<file path="src/rtl/core/lqrgs_pkg.sv">
// lqrgs_pkg: shared types, constants and the microcode table of the gain-scheduled
// lqr feedback unit
// no dependencies
package lqrgs_pkg;

  // default sizing
  localparam int STATE_ELEMENTS_DEF = 6;
  localparam int POLY_TERMS_DEF     = 4;

  // fixed field widths
  localparam int DATA_W      = 32;
  localparam int LEG_W       = 16;
  localparam int ELEM_IDX_W  = 3;
  localparam int COEF_IDX_W  = 6;

  // microprogram step addresses
  typedef logic [2:0] step_t;
  localparam step_t STEP_READ0  = 3'd0;  // fetch leading coefficient
  localparam step_t STEP_LOAD   = 3'd1;  // acc = leading coefficient
  localparam step_t STEP_MUL    = 3'd2;  // prod = acc * leg length
  localparam step_t STEP_HORNER = 3'd3;  // acc = sat32(rnd(prod) + coef)
  localparam step_t STEP_GMUL   = 3'd4;  // prod = gain * error
  localparam step_t STEP_ACCUM  = 3'd5;  // accumulator += rnd(prod)
  localparam step_t STEP_FINISH = 3'd6;  // emit torques on last element

  typedef enum logic [1:0] {
    JC_NONE,
    JC_TERM_MORE,
    JC_ROW_LO
  } jump_cond_t;

  typedef struct packed {
    logic       rd_en;
    logic       rd_ahead;
    logic       acc_load;
    logic       term_inc;
    logic       mul_en;
    logic       mul_err;
    logic       horner;
    logic       accum;
    logic       finish;
    jump_cond_t jump_cond;
    step_t      jump_to;
  } ctrl_t;

  function automatic ctrl_t ucode(input step_t step);
    ctrl_t cw;
    cw = '0;
    case (step)
      STEP_READ0: begin
        cw.rd_en = 1'b1;
      end
      STEP_LOAD: begin
        cw.acc_load = 1'b1;
        cw.rd_en    = 1'b1;
        cw.rd_ahead = 1'b1;
        cw.term_inc = 1'b1;
      end
      STEP_MUL: begin
        cw.mul_en = 1'b1;
      end
      STEP_HORNER: begin
        cw.horner    = 1'b1;
        cw.rd_en     = 1'b1;
        cw.rd_ahead  = 1'b1;
        cw.term_inc  = 1'b1;
        cw.jump_cond = JC_TERM_MORE;
        cw.jump_to   = STEP_MUL;
      end
      STEP_GMUL: begin
        cw.mul_en  = 1'b1;
        cw.mul_err = 1'b1;
      end
      STEP_ACCUM: begin
        cw.accum     = 1'b1;
        cw.jump_cond = JC_ROW_LO;
        cw.jump_to   = STEP_READ0;
      end
      STEP_FINISH: begin
        cw.finish = 1'b1;
      end
      default: begin
        cw.finish = 1'b1;
      end
    endcase
    return cw;
  endfunction

endpackage

</file>
<file path="src/rtl/core/lqrgs_sequencer.sv">
// lqrgs_sequencer: step counter, microcode fetch, term and row counters, jumps
// depends on lqrgs_pkg (ctrl_t, ucode)
module lqrgs_sequencer #(
  parameter int POLY_TERMS = lqrgs_pkg::POLY_TERMS_DEF
) (
  input  logic                          clk,
  input  logic                          rst,
  input  logic                          start,
  input  logic                          start_last,
  input  logic                          out_full,
  output logic                          busy,
  output lqrgs_pkg::ctrl_t              ctrl,
  output logic [$clog2(POLY_TERMS)-1:0] term,
  output logic                          term_last,
  output logic                          row_sel,
  output logic                          emit
);
  import lqrgs_pkg::*;

  localparam int TW = $clog2(POLY_TERMS);

  step_t pc;
  logic  last;
  ctrl_t cw;
  logic  taken;
  logic  hold;

  assign cw        = ucode(pc);
  assign term_last = (term == TW'(POLY_TERMS - 1));
  assign ctrl      = busy ? cw : '0;

  always_comb begin
    case (cw.jump_cond)
      JC_NONE:      taken = 1'b0;
      JC_TERM_MORE: taken = !term_last;
      JC_ROW_LO:    taken = !row_sel;
      default:      taken = 1'b0;
    endcase
  end

  // wait at the finish step of a last element while the previous result is still unread
  assign hold = cw.finish && last && out_full;
  assign emit = busy && cw.finish && last && !out_full;

  always_ff @(posedge clk) begin
    if (rst) begin
      busy    <= 1'b0;
      pc      <= STEP_READ0;
      term    <= '0;
      row_sel <= 1'b0;
      last    <= 1'b0;
    end else if (start) begin
      busy    <= 1'b1;
      pc      <= STEP_READ0;
      term    <= '0;
      row_sel <= 1'b0;
      last    <= start_last;
    end else if (busy) begin
      if (cw.term_inc) begin
        term <= term + TW'(1);
      end
      if (cw.jump_cond == JC_ROW_LO && taken) begin
        row_sel <= 1'b1;
        term    <= '0;
      end
      if (hold) begin
        pc <= pc;
      end else if (cw.finish) begin
        busy <= 1'b0;
      end else if (taken) begin
        pc <= cw.jump_to;
      end else begin
        pc <= pc + step_t'(1);
      end
    end
  end

endmodule

</file>
<file path="config.mk">
export PLATFORM = sky130hd
export DESIGN_NAME = lqrgs_sequencer
export DESIGN_NICKNAME = d
export VERILOG_FILES = /design/src/rtl/core/lqrgs_pkg.sv /design/src/rtl/core/lqrgs_sequencer.sv
export SDC_FILE = /design/constraint.sdc
export NUM_CORES = 1
export LEC_CHECK = 0
export BUFFER_PORTS_ARGS = -buffer_cell sky130_fd_sc_hd__buf_4
export CAP_MARGIN = 5
export CORE_UTILIZATION = 40
export CTS_CLUSTER_DIAMETER = 120
export DETAILED_ROUTE_END_ITERATION = 16
export PLACE_DENSITY = 0.82
export SETUP_SLACK_MARGIN = 0.02
export SLEW_MARGIN = 30
export SYNTH_ARGS = -nofsm -noshare
export SYNTH_HDL_FRONTEND = slang
export SYNTH_SLANG_ARGS = --single-unit
</file>
<file path="constraint.sdc">
create_clock -name clk -period 2.1 [get_ports clk]
set_clock_uncertainty 0.2 [all_clocks]
set_input_delay 0.105 -clock clk [delete_from_list [all_inputs] [get_ports clk]]
set_output_delay 0.105 -clock clk [all_outputs]
set_load 0.01 [all_outputs]
</file>
## After elaboration in Yosys (flattened, before gate mapping)

Index checks and enable logic that the tools add are counted.

- Reduce and logical (&&, ||, !) cells: 19
- Equal/unequal tests: 8
- Muxes and demuxes: 18
- $add $sub $neg: 2
- Bitwise operators: 1

Operators by type and width:

| kind | number |
|---|---|
| 14-bit 2-to-1 mux | 1 |
| 1-bit 2-to-1 mux | 12 |
| 5-bit one-hot mux with 2 select lines | 1 |
| 3-bit by 2-bit == test with 1-bit output, second input constant | 2 |
| 3-bit == test, second input constant | 2 |
| 1-bit logical AND | 6 |
| 2-bit OR reduction | 3 |
| 6-bit OR reduction | 1 |
| 2-bit == test, second input constant | 2 |
| 2-bit 2-to-1 mux | 2 |
| 2-bit AND reduction | 2 |
| 3-bit by 1-bit adder with 3-bit output, second input constant | 1 |
| 3-bit by 1-bit == test with 1-bit output, second input constant | 1 |
| 1-bit zero test | 3 |
| 3-bit zero test | 1 |
| 3-bit 2-to-1 mux | 1 |
| 3-bit AND reduction | 1 |
| 3-bit OR reduction | 1 |
| 2-bit by 1-bit adder with 2-bit output, second input constant | 1 |
| 2-bit by 1-bit == test with 1-bit output, second input constant | 1 |
| 1-bit one-hot mux with 2 select lines | 1 |
| 2-bit nonzero test | 1 |
| 1-bit NOT | 1 |

- Flip-flop bits (word level): 8
- Word-level logic and storage cells: 53
- Input bits: 5
- Output and inout port bits: 20

## Depth between registers and ports, before layout

- Depth in word-level cells: 8
- Depth in mapped cells: 7
- Mapped depth without buffers: 7

## Worst setup path after synthesis

Ideal clock, no wire load.

- Kind: register -> register
- From: register pc[0]
- To: register pc[1]
- Setup time: 115 ps
- Buffers on the path: 0
- Stages on the path, launching flop included: 7
- Arrival time: 1617 ps
- Period minus slack after synthesis: 1932 ps
- Slack: 168 ps
- Path through: dfxtp_1 > ha_1 > ha_1 > mux2i_1 > a31o_1 > mux2_4 > o21a_1

- Longest elaborated chain between the ends: 7
- Elaborated cells on any way between the ends: 18
- Classes of those cells: 1 x add/sub; 7 x eq/ne; 4 x mux; 1 x bitwise; 5 x reduce/logical

RTL lines:

| item | RTL line | text |
|---|---|---|
| from (decl) | lqrgs_sequencer.sv:22 | `step_t pc;` |
| from (signal assigned) | lqrgs_sequencer.sv:67 | `pc <= pc;` |
| from (signal assigned) | lqrgs_sequencer.sv:71 | `pc <= cw.jump_to;` |
| from (signal assigned) | lqrgs_sequencer.sv:73 | `pc <= pc + step_t'(1);` |
| parallel branches: the longest is 7 deep, another holds 5-bit one-hot mux with 2 select lines | n/a |  |

Parallel ways; which one is timed is not known.
A chain may end at the register's enable or synchronous reset.

## Final worst setup path

- From: register pc[0]
- To: output port emit

- Longest elaborated chain between the ends: 6
- Elaborated cells on any way between the ends: 11
- Classes of those cells: 5 x eq/ne; 1 x mux; 5 x reduce/logical

RTL lines:

| item | RTL line | text |
|---|---|---|
| 3-bit == test, or another cell as far along | lqrgs_pkg.sv:49 | `case (step)` |
| 6-bit OR reduction (no source line) * | n/a |  |
| 1-bit 2-to-1 mux * | lqrgs_pkg.sv:49 |  |
| 1-bit logical AND * (3 in series) | lqrgs_sequencer.sv:43 | `assign emit = busy && cw.finish && last && !out_full;` |
| to (decl) | lqrgs_sequencer.sv:16 | `output logic emit` |

Every way passes the cells marked *; elsewhere a longest branch is shown, timed or not.

==> metrics list <==
- Status: finished, final reports clean
- Final critical path time including I/O delays and setup: 1.95 ns
- In this run the worst path has a maximum fanout of 5.
- Avg WL per Cell: about 13 microns
- WHS: 0.265 ns
- Maximum achievable frequency: 0.512 GHz
* Global Route met1 Usage: 19.3%
- In this run the mean area of a mapped cell was 8.28 sq um.
- Post-route fraction of the period consumed by the critical path: 93.1%
- In this run the power density over the cells is 406 nW/um^2.
- Endpoint class of the critical path: output port
- Peak-usage layer in the global routing report: met2
- First-pass detailed-route iteration total: 4
- The die covers 1670 sq um.
- Largest incremental delay on the critical path: 0.34 ns
- In this design, the largest share of critical-path delay is due to simple AND/OR/NAND/NOR gates.
- The number of antenna violations at the first check in global routing was 0.
* Root buffer cell: sky130_fd_sc_hd__clkbuf_4
* Post-synthesis instance area: slightly above 600 sq um
- Mapped Cells: 73
* Type of the worst setup path: flop to output port
- Counting both buffers and inverters, the worst setup path holds a total of 3.
- Grt met2 use: 37.9%
* VDD IR-drop max: approximately 260 uV
* Count of buffers from port buffering: 22
- Ant diodes: 0
- The number of global-route vias before repair came to 502.
* Met3 layer usage reported by global route: 8.15%
* Data arrival time at the worst-slack endpoint: 1.65 ns
- In this run, CTS created clock tree buffers numbering 3.
- In the global route stage, overall resource usage came out at 20.9%.
- Worst flop-to-flop path startpoint: pc[1]$_SDFFE_PP0P_
* Post-Place Cells: roughly 110
- Hold Crit Start: out_full
* Core Util, Final: 66.4%
- Hold path endpoint: emit
- Register area share after synthesis: 26.5%
- The library cells used most frequently in the layout, excluding fill and tap cells, are 26 x sky130_fd_sc_hd__buf_4, 7 x sky130_fd_sc_hd__nand2_1, 7 x sky130_fd_sc_hd__a21oi_1.
- Worst setup slack after layout: 0.146 ns
* Layout-stage area growth over the synthesis result: 48.2%
- The synthesized netlist contains 28 unique library cells.
- Hold WC Path Type: input port to output port
* Predominant post-synthesis flop cell: sky130_fd_sc_hd__dfxtp_1
- Cell with the largest stage delay on the worst path: sky130_fd_sc_hd__dfxtp_2
- In this run the register-to-register setup slack is 0.16 ns.
- Initial DRC Count: 6
- The count of pins over their slew limit came to 0.
- Remaining design rule violation count: 0
- Final setup violation count: 0
* Synthesis Warnings: 0
- The worst register-to-register path has a depth of 6.
- STA puts the critical path data required time at 1.79 ns.
- Counting the fill cells in the layout gives roughly 110.
* Starting utilization of the core area: approximately 45%
- Synthesis inferred 8 register bits.
- The later pin in the worst-skew pair is clocked with a latency of 0.25 ns.
- For this run the aggregate overflow at the end of global routing stands at 0.
- In the final timing run, aggregate negative setup slack is 0 ns.
* Vias per cell: 5.05
- Detailed placer's ending HPWL: 1.01 mm
- Clock-pin slew of the registers on the worst-case setup and hold paths: 0.05 ns
- Site row count: 13
* Final instance count without filler cells: ~120
- After detailed routing, the total wire length is 1.46 mm.
- The first global-routing pass estimated 2.14 mm of wire.
- For this design the static power due to leakage is 0.406 nW.
- Number of buffers between clock root and the deepest sink: 2
- Startpoint type of the worst setup path: flop
* Post-layout net count: between 100 and 150
* Count of H-tree levels built during CTS: 1
* TritonCTS clock tree: yes
- Die width: 40.9 microns
- Fraction of layout cells with a size suffix above 1: 39.2%
- Entering global routing, the biggest net connects 12 pins.
- Final hold violations: 0
- Gpl congestion: 0.834
- Cells along the critical path: buf_6 -> inv_1 -> ha_1 -> nor4_4 -> a21oi_2 -> nor3_2 -> buf_4
- Setup repair after global routing missed its margin: no
- Counting instances, the worst hold path has a depth of 3.
- For this run, asynchronously set or reset flops after synthesis account for 0%.
- Die extent in y: 40.9 microns
- Total of max-cap violations: 0
- The worst register-to-register path ends at pc[1]$_SDFFE_PP0P_.
- The synthesized design contains 0 enable-type register cells.
- The final route contains 591 vias.
- CTS sink cnt: 8
- The core region is 1350 sq um.
* Io pins: 25
* Leading cell type in the layout, fill and taps excluded: sky130_fd_sc_hd__buf_4
- Number of nets still failing antenna checks after routing: 0
* Worst setup slack before clock tree synthesis: 0.0296 ns
-- final cells by class --
type / count / area, sq um / share of cell area, %
Clock buffer: 3 / 22.5 / 2.51
Inverter: 4 / 15.0 / 1.68
Multi-Input combinational cell: 55 / 420 / 46.9
Sequential cell: 8 / 163 / 18.2
Tap cell: 15 / 18.8 / 2.09
Timing Repair Buffer: 32 / 256 / 28.6
-- what timing repair did --
| item | CTS | global route |
|---|---|---|
| setup buffers | 0 | 1 |
| setup endpoints to repair | 0 | 6 |
| endpoints found under the hold margin | 2 | 0 |
| gates resized for setup | 0 | 9 |
| hold buffers | 5 | 0 |
-- sequential cells by signal, indices dropped and copies added, names as in the netlist --
register	flops
term	2
pc	3
last	1
busy	1
row_sel	1
-- report_power, final --
group	switching (W)	internal, W	leakage, nW
Sequential	0.00000729	0.000157	0.0660
Clock	0.0000523	0.0000654	0.0138
Combinational	0.0000368	0.0000453	0.327
-- synthesized netlist by cell type, types with 2 or more instances --
cell type / n / area [sq um]
sky130_fd_sc_hd__a21oi_1: 8 / 40.0
sky130_fd_sc_hd__and2_1: 2 / 12.5
sky130_fd_sc_hd__and3_1: 3 / 18.8
sky130_fd_sc_hd__buf_4: 5 / 37.5
sky130_fd_sc_hd__dfxtp_1: 8 / 160
sky130_fd_sc_hd__ha_1: 7 / 87.6
sky130_fd_sc_hd__inv_1: 4 / 15.0
sky130_fd_sc_hd__mux2i_1: 3 / 30.0
sky130_fd_sc_hd__nand2_1: 7 / 26.3
sky130_fd_sc_hd__nand3_1: 2 / 10.0
sky130_fd_sc_hd__nor2_1: 4 / 15.0
sky130_fd_sc_hd__nor2b_1: 2 / 12.5
sky130_fd_sc_hd__o21ai_0: 2 / 10.0
sky130_fd_sc_hd__or3_1: 2 / 12.5
-- cells by family after synthesis --
group | share of synthesized area, %
AOI/OAI and AO/OA | 12.0
DFF | 26.5
buffers and inverters | 9.94
other | 0.621
and+or+nand+nor | 29.0
muxes | 7.45
adders and majority gates | 14.5
-- stage by stage --
stage	power [W]	instance area, sq um
3_5_place_dp	0.000233	777
2_1_floorplan	0.000209	608
3_3_place_gp	0.000232	777
4_1_cts	0.000362	850
5_1_grt	0.000385	896
6_report	0.000364	896
-- worst max path at each step --
stage | from | endpoint | slack [ns] | cells after the start
global placement | pc[1]$_SDFFE_PP0P_ | pc[1]$_SDFFE_PP0P_ | 0.15 | 6
detailed placement | pc[1]$_SDFFE_PP0P_ | pc[1]$_SDFFE_PP0P_ | 0.03 | 6
global route | pc[1]$_SDFFE_PP0P_ | ctrl[13] | 0.02 | 7
CTS | pc[1]$_SDFFE_PP0P_ | pc[1]$_SDFFE_PP0P_ | 0.02 | 6
finish | pc[0]$_SDFFE_PP0P_ | emit | 0.15 | 7
floorplan | pc[0]$_SDFFE_PP0P_ | pc[1]$_SDFFE_PP0P_ | 0.17 | 6
-- worst register-to-register path: cells and delay by family (launching register included) --
family          cells  cell delay (ns)
flops               1             0.37
mux                 2             0.50
fa+ha+maj           2             0.38
compound gates      2             0.38
-- per-layer routing --
layer	wire [microns]	vias to the layer above	share of wire, %
li1	-	304	-
met1	572	263	39
met2	793	20	54
met3	71	4	4.8
met4	27	0	1.8
met5	0	-	0
(Power assumes the default switching activity.)
