<file path="config.mk">
export PLATFORM = sky130hd
export DESIGN_NAME = lqrgs_datapath
export DESIGN_NICKNAME = d
export VERILOG_FILES = /design/src/rtl/core/lqrgs_pkg.sv /design/src/rtl/core/lqrgs_datapath.sv
export SDC_FILE = /design/constraint.sdc
export NUM_CORES = 2
export LEC_CHECK = 0
export BUFFER_PORTS_ARGS = -buffer_cell sky130_fd_sc_hd__buf_4
export CORE_ASPECT_RATIO = 1.5
export CORE_MARGIN = 2
export CORE_UTILIZATION = 35
export DETAILED_ROUTE_END_ITERATION = 6
export PLACE_DENSITY_LB_ADDON = 0.1
export SYNTH_ARGS = -nofsm -noshare
export SYNTH_HDL_FRONTEND = slang
export SYNTH_SLANG_ARGS = --single-unit
</file>
<file path="constraint.sdc">
create_clock -name clk -period 11 [get_ports clk]
set_input_delay 1.65 -clock clk [delete_from_list [all_inputs] [get_ports clk]]
set_output_delay 1.65 -clock clk [all_outputs]
set_load 0.01 [all_outputs]
</file>
<file path="src/rtl/core/lqrgs_pkg.sv">
// lqrgs_pkg: shared types, constants and the microcode table of the gain-scheduled
// lqr feedback unit
// no dependencies
package lqrgs_pkg;

  // default sizing
  localparam int STATE_ELEMENTS_DEF = 6;
  localparam int POLY_TERMS_DEF     = 4;

  // fixed field widths
  localparam int DATA_W      = 32;
  localparam int LEG_W       = 16;
  localparam int ELEM_IDX_W  = 3;
  localparam int COEF_IDX_W  = 6;

  // microprogram step addresses
  typedef logic [2:0] step_t;
  localparam step_t STEP_READ0  = 3'd0;  // fetch leading coefficient
  localparam step_t STEP_LOAD   = 3'd1;  // acc = leading coefficient
  localparam step_t STEP_MUL    = 3'd2;  // prod = acc * leg length
  localparam step_t STEP_HORNER = 3'd3;  // acc = sat32(rnd(prod) + coef)
  localparam step_t STEP_GMUL   = 3'd4;  // prod = gain * error
  localparam step_t STEP_ACCUM  = 3'd5;  // accumulator += rnd(prod)
  localparam step_t STEP_FINISH = 3'd6;  // emit torques on last element

  typedef enum logic [1:0] {
    JC_NONE,
    JC_TERM_MORE,
    JC_ROW_LO
  } jump_cond_t;

  typedef struct packed {
    logic       rd_en;
    logic       rd_ahead;
    logic       acc_load;
    logic       term_inc;
    logic       mul_en;
    logic       mul_err;
    logic       horner;
    logic       accum;
    logic       finish;
    jump_cond_t jump_cond;
    step_t      jump_to;
  } ctrl_t;

  function automatic ctrl_t ucode(input step_t step);
    ctrl_t cw;
    cw = '0;
    case (step)
      STEP_READ0: begin
        cw.rd_en = 1'b1;
      end
      STEP_LOAD: begin
        cw.acc_load = 1'b1;
        cw.rd_en    = 1'b1;
        cw.rd_ahead = 1'b1;
        cw.term_inc = 1'b1;
      end
      STEP_MUL: begin
        cw.mul_en = 1'b1;
      end
      STEP_HORNER: begin
        cw.horner    = 1'b1;
        cw.rd_en     = 1'b1;
        cw.rd_ahead  = 1'b1;
        cw.term_inc  = 1'b1;
        cw.jump_cond = JC_TERM_MORE;
        cw.jump_to   = STEP_MUL;
      end
      STEP_GMUL: begin
        cw.mul_en  = 1'b1;
        cw.mul_err = 1'b1;
      end
      STEP_ACCUM: begin
        cw.accum     = 1'b1;
        cw.jump_cond = JC_ROW_LO;
        cw.jump_to   = STEP_READ0;
      end
      STEP_FINISH: begin
        cw.finish = 1'b1;
      end
      default: begin
        cw.finish = 1'b1;
      end
    endcase
    return cw;
  endfunction

endpackage

</file>
<file path="src/rtl/core/lqrgs_datapath.sv">
// lqrgs_datapath: operand registers, shared multiplier, rounding, saturation,
// foot and hip accumulators and the output register; depends on lqrgs_pkg
module lqrgs_datapath #(
  parameter int STATE_ELEMENTS = lqrgs_pkg::STATE_ELEMENTS_DEF,
  parameter int POLY_TERMS     = lqrgs_pkg::POLY_TERMS_DEF
) (
  input  logic                                       clk,
  input  logic                                       rst,
  input  logic                                       start,
  input  logic                                       clear,
  input  logic [lqrgs_pkg::LEG_W-1:0]                leg_length,
  input  logic [lqrgs_pkg::ELEM_IDX_W-1:0]           element_index,
  input  logic signed [lqrgs_pkg::DATA_W-1:0]        measured,
  input  logic signed [lqrgs_pkg::DATA_W-1:0]        target,
  input  lqrgs_pkg::ctrl_t                           ctrl,
  input  logic [$clog2(POLY_TERMS)-1:0]              term,
  input  logic                                       term_last,
  input  logic                                       row_sel,
  input  logic                                       emit,
  output logic                                       rd_en,
  output logic [$clog2(2*STATE_ELEMENTS*POLY_TERMS)-1:0] rd_addr,
  input  logic signed [lqrgs_pkg::DATA_W-1:0]        rd_data,
  input  logic                                       out_ready,
  output logic                                       out_valid,
  output logic signed [lqrgs_pkg::DATA_W-1:0]        foot_torque,
  output logic signed [lqrgs_pkg::DATA_W-1:0]        hip_torque
);
  import lqrgs_pkg::*;

  localparam int TW    = $clog2(POLY_TERMS);
  localparam int EW    = $clog2(STATE_ELEMENTS);
  localparam int AW    = $clog2(2 * STATE_ELEMENTS * POLY_TERMS);
  localparam int ERR_W = DATA_W + 1;
  localparam int PROD_W = DATA_W + ERR_W;
  localparam int RND_W = PROD_W + 1 - 16;
  localparam int ACC_W = 64;

  logic [LEG_W-1:0]         x;
  logic signed [ERR_W-1:0]  err;
  logic [EW-1:0]            elem;
  logic signed [DATA_W-1:0] acc;
  logic signed [PROD_W-1:0] prod;
  logic signed [ACC_W-1:0]  foot_acc;
  logic signed [ACC_W-1:0]  hip_acc;

  logic [TW-1:0]            term_sel;
  logic signed [ERR_W-1:0]  mul_b;
  logic signed [PROD_W:0]   prod_bias;
  logic signed [RND_W-1:0]  rnd;
  logic signed [RND_W:0]    hsum;
  logic signed [DATA_W-1:0] hsat;
  logic signed [ACC_W-1:0]  acc_sel;
  logic signed [ACC_W:0]    asum;
  logic signed [ACC_W-1:0]  asat;

  // coefficient address: gain row (2*elem + row) times terms plus term
  assign term_sel = ctrl.rd_ahead ? term + TW'(1) : term;
  assign rd_en    = ctrl.rd_en && !(ctrl.rd_ahead && term_last);
  assign rd_addr  = AW'(32'({elem, row_sel}) * POLY_TERMS + 32'(term_sel));

  assign mul_b = ctrl.mul_err ? err : $signed({{(ERR_W - LEG_W){1'b0}}, x});

  // round half up: floor((p + 2^15) / 2^16)
  assign prod_bias = {prod[PROD_W-1], prod} + (PROD_W + 1)'(32768);
  assign rnd       = prod_bias[PROD_W:16];

  assign hsum = {rnd[RND_W-1], rnd}
              + {{(RND_W + 1 - DATA_W){rd_data[DATA_W-1]}}, rd_data};

  always_comb begin
    if (hsum[RND_W:DATA_W-1] == '0 || hsum[RND_W:DATA_W-1] == '1) begin
      hsat = hsum[DATA_W-1:0];
    end else if (hsum[RND_W]) begin
      hsat = {1'b1, {(DATA_W - 1){1'b0}}};
    end else begin
      hsat = {1'b0, {(DATA_W - 1){1'b1}}};
    end
  end

  assign acc_sel = row_sel ? hip_acc : foot_acc;
  assign asum    = {acc_sel[ACC_W-1], acc_sel}
                 + {{(ACC_W + 1 - RND_W){rnd[RND_W-1]}}, rnd};

  always_comb begin
    if (asum[ACC_W] != asum[ACC_W-1]) begin
      asat = asum[ACC_W] ? {1'b1, {(ACC_W - 1){1'b0}}} : {1'b0, {(ACC_W - 1){1'b1}}};
    end else begin
      asat = asum[ACC_W-1:0];
    end
  end

  function automatic logic signed [DATA_W-1:0] sat_out(input logic signed [ACC_W-1:0] v);
    logic signed [DATA_W-1:0] r;
    if (v[ACC_W-1:DATA_W-1] == '0 || v[ACC_W-1:DATA_W-1] == '1) begin
      r = v[DATA_W-1:0];
    end else if (v[ACC_W-1]) begin
      r = {1'b1, {(DATA_W - 1){1'b0}}};
    end else begin
      r = {1'b0, {(DATA_W - 1){1'b1}}};
    end
    return r;
  endfunction

  // operand capture and the shared multiplier
  always_ff @(posedge clk) begin
    if (start) begin
      x    <= leg_length;
      err  <= {measured[DATA_W-1], measured} - {target[DATA_W-1], target};
      elem <= EW'(element_index);
    end
    if (ctrl.acc_load) begin
      acc <= rd_data;
    end else if (ctrl.horner) begin
      acc <= hsat;
    end
    if (ctrl.mul_en) begin
      prod <= acc * mul_b;
    end
  end

  always_ff @(posedge clk) begin
    if (rst) begin
      foot_acc <= '0;
      hip_acc  <= '0;
    end else if (clear) begin
      foot_acc <= '0;
      hip_acc  <= '0;
    end else if (ctrl.accum) begin
      if (row_sel) begin
        hip_acc <= asat;
      end else begin
        foot_acc <= asat;
      end
    end
  end

  always_ff @(posedge clk) begin
    if (rst) begin
      out_valid <= 1'b0;
    end else if (emit) begin
      out_valid <= 1'b1;
    end else if (out_ready) begin
      out_valid <= 1'b0;
    end
  end

  always_ff @(posedge clk) begin
    if (emit) begin
      foot_torque <= sat_out(foot_acc);
      hip_torque  <= sat_out(hip_acc);
    end
  end

endmodule

</file>
== Yosys cells after proc, flatten, opt, wreduce, memory -nomap -nowiden ==
Index checks and enable logic that the tools add are counted.

* $add $sub $neg: 6
* Multiply operators: 1
* Equality and inequality tests: 4
* Muxes and demuxes: 15
* Bitwise logic cells: 1
* Reductions and logical operators: 14

{| class="wikitable"
|+ Operators by type and width
! cell !! count
|-
| 32-bit 2-to-1 mux || 8
|-
| 64-bit 2-to-1 mux || 3
|-
| 65-bit by 17-bit adder with 66-bit output, second input constant || 1
|-
| 33-bit equality test, second input constant || 2
|-
| 33-bit zero test || 2
|-
| 64-bit by 50-bit adder with 65-bit output || 1
|-
| 32-bit by 33-bit multiplier with 65-bit output || 1
|-
| 50-bit by 32-bit adder with 51-bit output || 1
|-
| 33-bit 2-to-1 mux || 1
|-
| 32-bit by 32-bit subtractor with 33-bit output || 1
|-
| 20-bit equality test, second input constant || 1
|-
| 20-bit zero test || 1
|-
| 6-bit by 2-bit adder with 6-bit output || 1
|-
| 2-bit AND reduction || 2
|-
| 2-bit nonzero test || 2
|-
| 1-bit logical OR || 3
|-
| 2-bit by 1-bit adder with 2-bit output, second input constant || 1
|-
| 1-bit logical AND || 2
|-
| 1-bit 2-to-1 mux || 2
|-
| 2-bit 2-to-1 mux || 1
|-
| 2-bit OR reduction || 1
|-
| 1-bit zero test || 1
|-
| 1-bit inequality test || 1
|-
| 1-bit inverter || 1
|}

* Register bits after elaboration: 342
* Input port bits: 139
* Logic and storage cells: 51

== Depth between registers and ports, before layout ==
* Depth after elaboration: 7
* Depth in mapped cells: 33
* Depth with buffers taken out: 29

== Least setup slack after synthesis ==
OpenSTA, ideal clock, no wires.

* Path kind: input port to flip-flop
* Start point: in ctrl[8] in the netlist's numbering
* End point: reg prod[64], data pin
* Library setup time: 0.258 ns
* Arrival time: 9.811 ns
* Data required time: 10.742 ns
* Setup slack: 0.932 ns
* Stages on the path: 25
* Path buffers: 5
* Cells stage by stage: buf_2 clkbuf_1 clkbuf_1 clkbuf_1 clkbuf_1 and3_1 fa_1 fa_1 fa_1 fa_1 fa_1 fa_1 fa_1 fa_1 ha_1 nand4_1 or2_2 or3_1 o21ai_1 nor2_1 o21a_1 o31ai_1 a221oi_1 o21ba_1 xnor2_1

* Word-level cells in the longest chain between the ends: 2

{| class="wikitable"
|+ RTL lines
! item !! line !! RTL
|-
| from (decl) || lqrgs_datapath.sv:15 || <nowiki>input lqrgs_pkg::ctrl_t ctrl,</nowiki>
|-
| 33-bit 2-to-1 mux || lqrgs_datapath.sv:61 || <nowiki>assign mul_b = ctrl.mul_err ? err : $signed({{(ERR_W - LEG_W){1'b0}}, x});</nowiki>
|-
| 32-bit by 33-bit multiplier with 65-bit output || lqrgs_datapath.sv:117 || <nowiki>prod <= acc * mul_b;</nowiki>
|-
| to (signal assigned) || lqrgs_datapath.sv:117 ||
|-
| to (decl) || lqrgs_datapath.sv:42 || <nowiki>logic signed [PROD_W-1:0] prod;</nowiki>
|}

No other way between the ends.
A chain may end at the register's enable or synchronous reset.

== Worst setup path in the final report ==
* Start point: in ctrl[8] in the netlist's numbering
* End point: reg prod[47], data pin

The elaborated chain is that of the path after synthesis.

==> summary.txt <==
STA
  • Slew HR: 0.166
  • Worst Max-Slew Pin Slew: 1250 ps
  • Fmax: approximately 0.10 GHz
  • TNS Setup: 0 ps
  • Final-report hold violation count: 0
  • RSZ-0062 raised after global routing: false
  • Final Setup Violations: 0
  • Tcrit/Tclk final: 0.891
  • Fin. max-slew vios: 0
  • Layout Skew: slightly below 40 ps
  • Hold WS: 466 ps
  • Period minus WS final: ~10000 ps

Clock tree
  • Clock root buffer: clkbuf_16
  • Clock buffer depth: 3
  • Clock transition at the registers of the reported paths: around 70 ps
  • PostCTS Resize Cnt: 0
  • Number of CTS-inserted buffers: 39
  • CTS H-tree depth: 2
  • CTS Hold Bufs: 0
  • CTS tree: built
  • Postcts setup bufs: 0
  • Worst-Skew Late Latency: ~650 ps
  • Clock sinks: 327

Yosys
  • Syn. warnings: 0
  • Average size of a mapped cell: slightly above 9 um2
  • Post-synth top area share: 0.385
  • Synth area leaders: fa_1, edfxtp_1, ha_1
  • Cells after Synth: around 6200
  • Syn Nets: 7771
  • Post-synth top cells: fa_1, inv_1, nand2_1, ha_1, and3_1
  • Dominant cell type by area after synthesis: fa_1
  • Seq cells post-synth: 327
  • Top-count cell post-synth: fa_1
  • Synthesized cell area: between 50000 and 60000 um2
  • Async set or reset register ratio after synthesis: 0
  • Netlist cell types: 90
  • Top FF cell, synth: edfxtp_1
  • Seq/Total Area, Yosys: 0.147
  • EDFF count, synth: slightly below 200

Global route
  • Initial antenna violation count: 12
  • Pin count of the biggest net entering global routing: 112
  • First-pass GRT wire length: 293000 um
  • Total gr overflow: 0
  • Tot GR Track Use: 0.233
  • Vias in the first global route: approximately 47000

Cells and area
  • Layout cell share with drive strength beyond 1: 0.0882
  • Multi-input gate area: between 40000 and 50000 um2
  • Reg area: around 8500 um2
  • Area Growth Syn to Fin: 9.77%
  • Fillers: about 17000
  • Final #Nets: 7845
  • Final Non-Filler Cells: 8504

Critical path
  • CP most frequent cell: fa_1
  • Worst Setup End Kind: flip-flop
  • Startpoint Class: input port
  • Slowest cell on the critical path: fa_1
  • Worst Path Arrival: roughly 10000 ps
  • CP Data Required Time: between 10000 and 15000 ps
  • Reg2reg path depth: 27
  • Largest stage delay, worst path: approximately 580 ps
  • Crit Path Class: input port to flip-flop
  • CP Max Fanout: 34

Placed design
  • Hpwl dp: around 160000 um
  • DP Cell Count: ~8400
  • RD Place Congestion: just under 0.9
  • IO buf count: between 200 and 250

Floorplanning
  • Rows: approximately 180
  • Die area: approximately 170000 um2
  • Die height: between 500 and 600 um
  • DIE WIDTH: about 340 um
  • IO Count: about 210
  • Starting Density: 0.353
  • Core area: around 160000 um2

Outcome
  • Run status: finished, final reports clean

Hold path
  • Hold path depth: 2
  • Min-Delay Path Class: flip-flop to flip-flop

Route
  • Post-route ant nets: 0
  • Vias per cell: between 5 and 6
  • Routed WL: between 150000 and 200000 um
  • DR DRC count: 0
  • Initial DRC count: around 2400
  • DRT Pass-1 Iters: 5
  • WL per Instance: 22.8 um
  • DR vias: between 40000 and 50000

Job
  • Max_cap viols: 0
-- layout by cell type (no fill, tap or decap), drive strengths merged, types with 80 or more instances in the layout --
cell type,instances
a21oi,234
xnor2,153
mux2,80
fa,1114
a21o,147
nand2,735
buf,369
nor2,269
inv,1037
ha,329
and2,298
and3,303
o21ai,175
edfxtp,198
dfxtp,129
-- worst max-delay path, delay by kind of cell --
family	cells	cell delay (ps)
adders and majority gates	9	4520
buffers and inverters	7	1470
AOI/OAI and AO/OA	10	1970
and+or+nand+nor	4	510
-- per-stage QoR --
| stage | worst slack (ps) | instance area, um2 | utilization |
|---|---|---|---|
| floorplan | 932 | 57900 | - |
| global placement | 494 | 62300 | 0.379 |
| detailed placement | 552 | 62300 | 0.379 |
| CTS | 1220 | 63500 | 0.387 |
| global route | 747 | 63500 | 0.387 |
| finish | 1190 | 63500 | 0.387 |
-- cell families after synthesis --
kind of cell,Yosys count,synth area share
AND/OR/NAND/NOR,1887,0.160
adder cells (fa/ha/maj),1445,0.457
buffers and inverters,1370,0.0901
AO/OA/AOI/OAI,848,0.0944
flip-flops,327,0.147
XOR/XNOR,229,0.0348
multiplexers,83,0.0161
-- state kept, by name, indices dropped and copies added, names as in the netlist --
name / cells
acc: 32
elem: 3
err: 33
foot_acc: 64
foot_torque: 32
hip_acc: 64
hip_torque: 32
out_valid: 1
prod: 50
x: 16
-- layer usage --
metal / up-vias / global-route usage / routed length [um]
li1: 19900 / - / -
met1: 22600 / 0.278 / 76800
met2: 1069 / 0.436 / 103000
met3: 281 / 0.0188 / 6960
met4: 2 / 0.0783 / 7300
met5: - / 0 / 17
-- worst paths after layout --
check,from,end,slack [ps]
setup / recovery,ctrl[8],prod[47],1190
hold / removal,hip_acc[11],hip_acc[11],470
hold reg to reg,hip_acc[11],hip_acc[11],470
setup reg to reg,err[20],prod[47],1940
-- layout make-up --
class,instances,share of cell area
repair buffers,369,0.0458
clock inverters,16,0.00319
flip-flops and latches,327,0.134
multi-input cells,4492,0.695
well taps,2208,0.0435
clock buffers,52,0.0167
inverters,1034,0.0611
diodes,6,0.000236
Power is left out: the tool's default activity adds up to more than one toggle a clock period on the data nets, which glitch-free logic cannot reach.
